## src/rtl/tms_pkg.sv

```systemverilog
// tms_pkg: widths shared by the temporal median selector and its checker
// no dependencies
package tms_pkg;

  // fixed field widths of the transaction payloads
  localparam int SampleW    = 8;
  localparam int CountUsedW = 6;

endpackage

```

## src/rtl/tms_ram.sv

```systemverilog
// tms_ram: generic single write port, single read port RAM with registered read
// no dependencies
module tms_ram #(
  parameter  int Width = 8,
  parameter  int Depth = 32,
  localparam int AddrW = (Depth > 1) ? $clog2(Depth) : 1
) (
  input  logic             clk_i,
  input  logic             we_i,
  input  logic [AddrW-1:0] waddr_i,
  input  logic [Width-1:0] wdata_i,
  input  logic             re_i,
  input  logic [AddrW-1:0] raddr_i,
  output logic [Width-1:0] rdata_o
);

  logic [Width-1:0] mem_q [Depth];
  logic [Width-1:0] rdata_q;

  // write port
  always_ff @(posedge clk_i) begin
    if (we_i) begin
      mem_q[waddr_i] <= wdata_i;
    end
  end

  // registered read port
  always_ff @(posedge clk_i) begin
    if (re_i) begin
      rdata_q <= mem_q[raddr_i];
    end
  end

  assign rdata_o = rdata_q;

endmodule

```

## src/rtl/temporal_median_select.sv

```systemverilog
// temporal_median_select: per-pixel temporal median over up to MaxSamples frame samples
// depends on tms_pkg and tms_ram
//
// Usage
//   Input channel (in_valid_i / in_ready_o) carries one 8-bit sample per frame for the
//   current pixel; last_i marks the final sample of the pixel's set. Samples beyond
//   MaxSamples are dropped and reported through overflow_o.
//   Output channel (out_valid_o / out_ready_i) carries one transaction per set: the value
//   of rank floor(n/2) in ascending order (upper median for even n), n and the overflow flag.
// Throughput and latency
//   Samples not marked last are taken one per cycle and written straight into the RAM.
//   After the last sample the block selects the median one bit at a time, from the MSB
//   down: each of the 8 passes reads all n stored samples through the single RAM read
//   port. The result is registered once the selection is done and the output is free;
//   in_ready_o is low from the last sample's acceptance until the result is loaded.
// Reset and stall
//   Reset empties the set and drops any pending result; the RAM contents are not cleared
//   and need not be. A stalled output holds its transaction; further samples of the next
//   pixel are still accepted, and a new result waits until the old one is taken.
module temporal_median_select #(
  parameter int MaxSamples = 32
) (
  input  logic                           clk_i,
  input  logic                           rst_ni,
  input  logic                           in_valid_i,
  output logic                           in_ready_o,
  input  logic [tms_pkg::SampleW-1:0]    sample_i,
  input  logic                           last_i,
  output logic                           out_valid_o,
  input  logic                           out_ready_i,
  output logic [tms_pkg::SampleW-1:0]    median_o,
  output logic [tms_pkg::CountUsedW-1:0] count_used_o,
  output logic                           overflow_o
);

  localparam int AddrW = (MaxSamples > 1) ? $clog2(MaxSamples) : 1;
  localparam int CntW  = $clog2(MaxSamples + 1);
  localparam int BitW  = $clog2(tms_pkg::SampleW);

  typedef enum logic [1:0] {
    StCollect,
    StScan,
    StDone
  } state_e;

  state_e                        state_q;
  logic [CntW-1:0]               count_q;
  logic                          ovf_q;
  logic [CntW-1:0]               k_q;
  logic [CntW-1:0]               zeros_q;
  logic [BitW-1:0]               bit_q;
  logic [tms_pkg::SampleW-1:0]   prefix_q;
  logic [AddrW-1:0]              addr_q;
  logic                          issuing_q;
  logic                          rvalid_q;
  logic                          rlast_q;
  logic                          out_valid_q;
  logic [tms_pkg::SampleW-1:0]   median_q;
  logic [tms_pkg::CountUsedW-1:0] count_used_q;
  logic                          overflow_q;

  logic                          in_fire;
  logic                          has_room;
  logic [CntW-1:0]               count_inc;
  logic                          we;
  logic [tms_pkg::SampleW-1:0]   rdata;
  logic                          addr_end;
  logic [tms_pkg::SampleW-1:0]   hi_mask;
  logic                          zero_hit;
  logic [CntW-1:0]               zsum;
  logic                          take_one;
  logic [tms_pkg::SampleW-1:0]   prefix_next;
  logic                          out_free;
  logic [tms_pkg::CountUsedW-1:0] count_ext;

  // input side
  assign in_ready_o = (state_q == StCollect);
  assign in_fire    = in_valid_i && in_ready_o;
  assign has_room   = (count_q < CntW'(MaxSamples));
  assign count_inc  = count_q + CntW'(1);
  assign we         = in_fire && has_room;

  // sample store
  tms_ram #(
    .Width(tms_pkg::SampleW),
    .Depth(MaxSamples)
  ) u_store (
    .clk_i  (clk_i),
    .we_i   (we),
    .waddr_i(count_q[AddrW-1:0]),
    .wdata_i(sample_i),
    .re_i   (issuing_q),
    .raddr_i(addr_q),
    .rdata_o(rdata)
  );

  // one bit of the radix selection per pass
  assign addr_end = (CntW'(addr_q) == count_q - CntW'(1));
  assign hi_mask  = ~(8'hFF >> (3'(tms_pkg::SampleW - 1) - bit_q));
  assign zero_hit = ((rdata & hi_mask) == (prefix_q & hi_mask)) && !rdata[bit_q];
  assign zsum     = zeros_q + CntW'(zero_hit);
  assign take_one = !(k_q < zsum);

  always_comb begin
    prefix_next         = prefix_q;
    prefix_next[bit_q]  = take_one;
  end

  // count reported modulo the field width
  assign out_free  = !out_valid_q || out_ready_i;
  assign count_ext = tms_pkg::CountUsedW'(count_q);

  // control and registered outputs
  always_ff @(posedge clk_i or negedge rst_ni) begin
    if (!rst_ni) begin
      state_q      <= StCollect;
      count_q      <= '0;
      ovf_q        <= 1'b0;
      issuing_q    <= 1'b0;
      rvalid_q     <= 1'b0;
      rlast_q      <= 1'b0;
      out_valid_q  <= 1'b0;
      k_q          <= '0;
      zeros_q      <= '0;
      bit_q        <= '0;
      prefix_q     <= '0;
      addr_q       <= '0;
      median_q     <= '0;
      count_used_q <= '0;
      overflow_q   <= 1'b0;
    end else begin
      if (out_valid_q && out_ready_i && (state_q != StDone)) begin
        out_valid_q <= 1'b0;
      end
      unique case (state_q)
        StCollect: begin
          if (in_fire) begin
            if (has_room) begin
              count_q <= count_inc;
            end else begin
              ovf_q <= 1'b1;
            end
            if (last_i) begin
              state_q   <= StScan;
              k_q       <= (has_room ? count_inc : count_q) >> 1;
              zeros_q   <= '0;
              bit_q     <= BitW'(tms_pkg::SampleW - 1);
              prefix_q  <= '0;
              addr_q    <= '0;
              issuing_q <= 1'b1;
            end
          end
        end
        StScan: begin
          if (issuing_q) begin
            addr_q <= addr_q + AddrW'(1);
            if (addr_end) begin
              issuing_q <= 1'b0;
            end
          end
          rvalid_q <= issuing_q;
          rlast_q  <= issuing_q && addr_end;
          if (rvalid_q) begin
            if (rlast_q) begin
              prefix_q <= prefix_next;
              zeros_q  <= '0;
              if (take_one) begin
                k_q <= k_q - zsum;
              end
              if (bit_q == '0) begin
                state_q <= StDone;
              end else begin
                bit_q     <= bit_q - BitW'(1);
                addr_q    <= '0;
                issuing_q <= 1'b1;
              end
            end else begin
              zeros_q <= zsum;
            end
          end
        end
        StDone: begin
          if (out_free) begin
            out_valid_q  <= 1'b1;
            median_q     <= prefix_q;
            count_used_q <= count_ext;
            overflow_q   <= ovf_q;
            count_q      <= '0;
            ovf_q        <= 1'b0;
            state_q      <= StCollect;
          end
        end
        default: begin
          state_q <= StCollect;
        end
      endcase
    end
  end

  assign out_valid_o  = out_valid_q;
  assign median_o     = median_q;
  assign count_used_o = count_used_q;
  assign overflow_o   = overflow_q;

endmodule

```

## config.mk

```make
export PLATFORM = sky130hd
export DESIGN_NAME = temporal_median_select
export DESIGN_NICKNAME = d
export VERILOG_FILES = /design/src/rtl/tms_pkg.sv /design/src/rtl/tms_ram.sv /design/src/rtl/temporal_median_select.sv
export SDC_FILE = /design/constraint.sdc
export NUM_CORES = 1
export LEC_CHECK = 0
export BUFFER_PORTS_ARGS = -buffer_cell sky130_fd_sc_hd__buf_4
export CAP_MARGIN = 20
export CORE_MARGIN = 2
export CORE_UTILIZATION = 45
export DETAILED_ROUTE_END_ITERATION = 7
export PLACE_DENSITY = 0.73
export REMOVE_ABC_BUFFERS = 1
export SYNTH_ARGS = -nofsm -noshare
export SYNTH_HDL_FRONTEND = slang
export SYNTH_SLANG_ARGS = --single-unit
```

## constraint.sdc

```tcl
create_clock -name clk_i -period 3.7 [get_ports clk_i]
set_input_delay 0.555 -clock clk_i [delete_from_list [all_inputs] [get_ports clk_i]]
set_output_delay 0.555 -clock clk_i [all_outputs]
set_load 0.02 [all_outputs]
```

==> results.txt <==
----------------------------------------------------
[Critical path]
  Kind of start point of the critical path ... flop
  Worst endpoint data arrival time ... 3930 ps
  Critical path fanouts, max ... 7
  Sort of element at the end of the critical path ... flop
  Critical path type ... flop to flop
  Data required time of the critical path ... 4090 ps

[Routing]
  Number of remaining DRC errors ... 0
  Via count ... 7,084
  Routed wirelength normalized by instance count ... roughly 21 um
  Detailed-routing iteration count for the pre-antenna-repair pass ... 5
  Number of vias per cell after detailed routing ... 5.64
  Drt first-iter violations ... about 850
  Antenna Violating Nets Remaining ... 0
  Routed wire length ... 26.7 mm

[Timing]
  Normalized max-slew margin ... 0.247
  Fmax achieved ... 282 MHz
  Sum of negative setup slack ... 0 ps
  Setup repair after global routing missed its margin ... false
  Min Tclk post-route ... 3540 ps
  Final period utilization ... 0.957
  Max Transition Viols Final ... 0
  Fin Clk Skew ... 10.4 ps
  Final setup violation count ... 0
  Final Hold Fails ... 0
  Worst-Margin Slew ... 1120 ps

[Outcome]
  Status ... finished, final reports clean

[Clocking]
  Clock slew at the register clock pins of the worst setup and hold paths ... 60 ps
  Root buffer cell ... sky130_fd_sc_hd__clkbuf_16
  Number of clock buffers inserted by TritonCTS ... 34
  Maximum buffer depth of the clock tree ... 3
  Clock latency at the later pin of the worst-skew pair ... 510 ps
  Level count of the clock H-tree ... 2
  TritonCTS clock tree ... yes
  Sink Count ... 320

[Cells and area]
  Signed area change from the synthesized netlist to the final layout ... 15.5%
  Antenna fix cells ... 0
  Post-Route Utilization ... 0.525
  Total area of sequential cells ... 0.00934 mm2
  Post-layout nets ... 875
  Most used cells in the layout excluding fill and tap cells ... 264 x sky130_fd_sc_hd__edfxtp_1, 80 x sky130_fd_sc_hd__mux4_2, 69 x sky130_fd_sc_hd__nand2_1
  Filler Cell Count ... around 2,300
  Share of final-layout standard cells stronger than drive strength 1 ... 0.260
  Most common library cell in the layout ignoring fill and taps ... sky130_fd_sc_hd__edfxtp_1
  Final standard cell count with taps included and fillers excluded ... between 1,000 and 1,500
  Post-route design area ... 0.0154 mm2
  Multi-input gate area in the final layout ... 0.00387 mm2

[Power and ir drop]
  Total Power ... between 10,000 and 15,000 uW
  Leak Pwr ... about 0.0054 uW
  Pwr dens ... between 700 and 800 mW/mm2
  Peak ir drop on the vdd network ... between 0.4 and 0.5 mV

[Floorplanning]
  Starting density of the core ... 0.454
  Number of ports placed on the die boundary ... 30
  Die area ... 0.0311 mm2
  Area of the core ... 0.0294 mm2
  Die Height ... 176 um
  Width of the chip ... roughly 180 um
  Total number of placement rows ... 63

[Hold path]
  Hold Path Class ... input port to async pin

[Yosys]
  Cell area after technology mapping ... 0.0133 mm2
  Post-synth EDFFs ... 264
  Async SR Flop Fraction ... 0.175
  Top FF cell, synth ... sky130_fd_sc_hd__edfxtp_1
  Average cell area after synthesis ... 17.2 um2
  Synthesized flop and latch total ... 320
  Mapped Cells ... 775
  Yosys cell types ... 54
  Sequential area share after synthesis ... 0.699
  Syn. warnings ... 0

[GRT]
  Number of global-route vias before repair ... around 7,200
  Global-route wire length before repair ... 42.1 mm
  Maximum number of pins on one net before global-route repair ... between 60 and 70
  Antenna violations before repair ... 0
  GRT Resource Usage Total ... 0.178
  Aggregate global routing overflow ... 0

[Place]
  Post-Place Cells ... 1,193
  Detailed placement HPWL ... approximately 17 mm
  Final GP Congestion ... just under 0.9
  Number of port buffers ... 29
  Area after DPL ... 0.0142 mm2

[Flow run]
  Total of max-cap violations ... 0

----------------------------------------------------
## sequential cells by signal, indices dropped and copies added, names as in the netlist, 2 cells and up
| name | count |
|---|---|
| addr_q | 5 |
| bit_q | 3 |
| count_ext | 6 |
| count_used_o | 6 |
| k_q | 6 |
| median_o | 8 |
| prefix_q | 8 |
| state_q | 2 |
| u_store.mem_q | 256 |
| u_store.rdata_o | 8 |
| zeros_q | 6 |
## final timing paths
path / startpoint / end / slack (ps) / depth (start not counted)
setup / recovery: bit_q[1]$_DFFE_PN0P_ / k_q[3]$_DFFE_PN0P_ / 160 / 15
hold / removal: rst_ni / count_used_o[0]$_DFFE_PN0P_ / 90 / 1
hold reg to reg: count_used_o[5]$_DFFE_PN0P_ / count_used_o[5]$_DFFE_PN0P_ / 470 / 2
min in group clk_i: in_valid_i / ovf_q$_DFFE_PN0P_ / 370 / 3
max in group asynchronous: rst_ni / addr_q[0]$_DFFE_PN0P_ / 3050 / 1
setup reg to reg: bit_q[1]$_DFFE_PN0P_ / k_q[3]$_DFFE_PN0P_ / 160 / 15
## critical path, cell delays in order (launching register included)
cell and delay, ps:
sky130_fd_sc_hd__dfrtp_2 440, sky130_fd_sc_hd__buf_4 150, sky130_fd_sc_hd__buf_4 150, sky130_fd_sc_hd__nor2_1 160, sky130_fd_sc_hd__a31oi_1 100, sky130_fd_sc_hd__nor4_4 330, sky130_fd_sc_hd__buf_4 160, sky130_fd_sc_hd__ha_2 190
sky130_fd_sc_hd__ha_4 120, sky130_fd_sc_hd__inv_1 50, sky130_fd_sc_hd__fa_1 430, sky130_fd_sc_hd__a211oi_2 290, sky130_fd_sc_hd__o21bai_1 120, sky130_fd_sc_hd__a21o_1 180, sky130_fd_sc_hd__a21o_1 210, sky130_fd_sc_hd__mux2_1 320
## power breakdown
group	switching (uW)	internal [uW]	leakage, uW
Sequential	446	4200	0.00311
Clock	1370	2120	0.000565
Combinational	1660	1670	0.00174
## cell usage after synthesis, types with 5 or more instances
master                       n  area [um2]
sky130_fd_sc_hd__nor2_1     63         236
sky130_fd_sc_hd__mux2i_1    12         120
sky130_fd_sc_hd__nand4_1     6        37.5
sky130_fd_sc_hd__a21oi_1     9        45.0
sky130_fd_sc_hd__nand2_1    69         259
sky130_fd_sc_hd__clkbuf_1   23        86.3
sky130_fd_sc_hd__edfxtp_1  264        7930
sky130_fd_sc_hd__xor2_1     10        87.6
sky130_fd_sc_hd__o21ai_1     9        45.0
sky130_fd_sc_hd__buf_1       6        22.5
sky130_fd_sc_hd__inv_1      10        37.5
sky130_fd_sc_hd__a21o_1      6        45.0
sky130_fd_sc_hd__mux2_2      8        90.1
sky130_fd_sc_hd__nor3_1      6        30.0
sky130_fd_sc_hd__nor2b_1     6        37.5
sky130_fd_sc_hd__nand3_1    15        75.1
sky130_fd_sc_hd__xnor2_1    15         131
sky130_fd_sc_hd__mux4_2     80        1800
sky130_fd_sc_hd__a31oi_1     5        31.3
sky130_fd_sc_hd__dfrtp_1    56        1400
sky130_fd_sc_hd__o21ai_0    17        85.1
sky130_fd_sc_hd__ha_1       19         238
## metal layers
layer  wire length [um]  track usage
met1              11700        0.249
met2              13000        0.291
met3               1410       0.0295
met4                571       0.0499
met5                  0            0
## cells by family after synthesis
| kind of cell | after synthesis | synth area share |
|---|---|---|
| compound gates | 68 | 0.0322 |
| xor+xnor | 25 | 0.0164 |
| fa+ha+maj | 20 | 0.0193 |
| buf+inv | 48 | 0.0161 |
| flops | 320 | 0.699 |
| mux | 102 | 0.152 |
| simple gates | 192 | 0.0647 |
## through the flow
| step | setup WS (ps) | hold WS, ps |
|---|---|---|
| floorplan | -571 | 259 |
| global placement | -29.6 | 458 |
| detailed placement | -94.5 | 465 |
| CTS | 12.6 | 123 |
| global route | 1.19 | 159 |
| finish | 159 | 86.6 |
## cell type report
| class | count | area share |
|---|---|---|
| Sequential cell | 320 | 0.605 |
| Multi-Input combinational cell | 407 | 0.251 |
| Inverter | 11 | 0.00268 |
| Clock inverter | 20 | 0.0158 |
| Clock buffer | 41 | 0.0589 |
| Timing Repair Buffer | 68 | 0.0347 |
| Tap cell | 390 | 0.0316 |
## repair_timing
action / in CTS / in global routing
endpoints found under the setup margin: 12 / 12
pin swaps: 0 / 8
hold buffers: 0 / 0
setup buffers: 0 / 3
gates resized for setup: 3 / 13
Power figures use the tool's default switching activity.
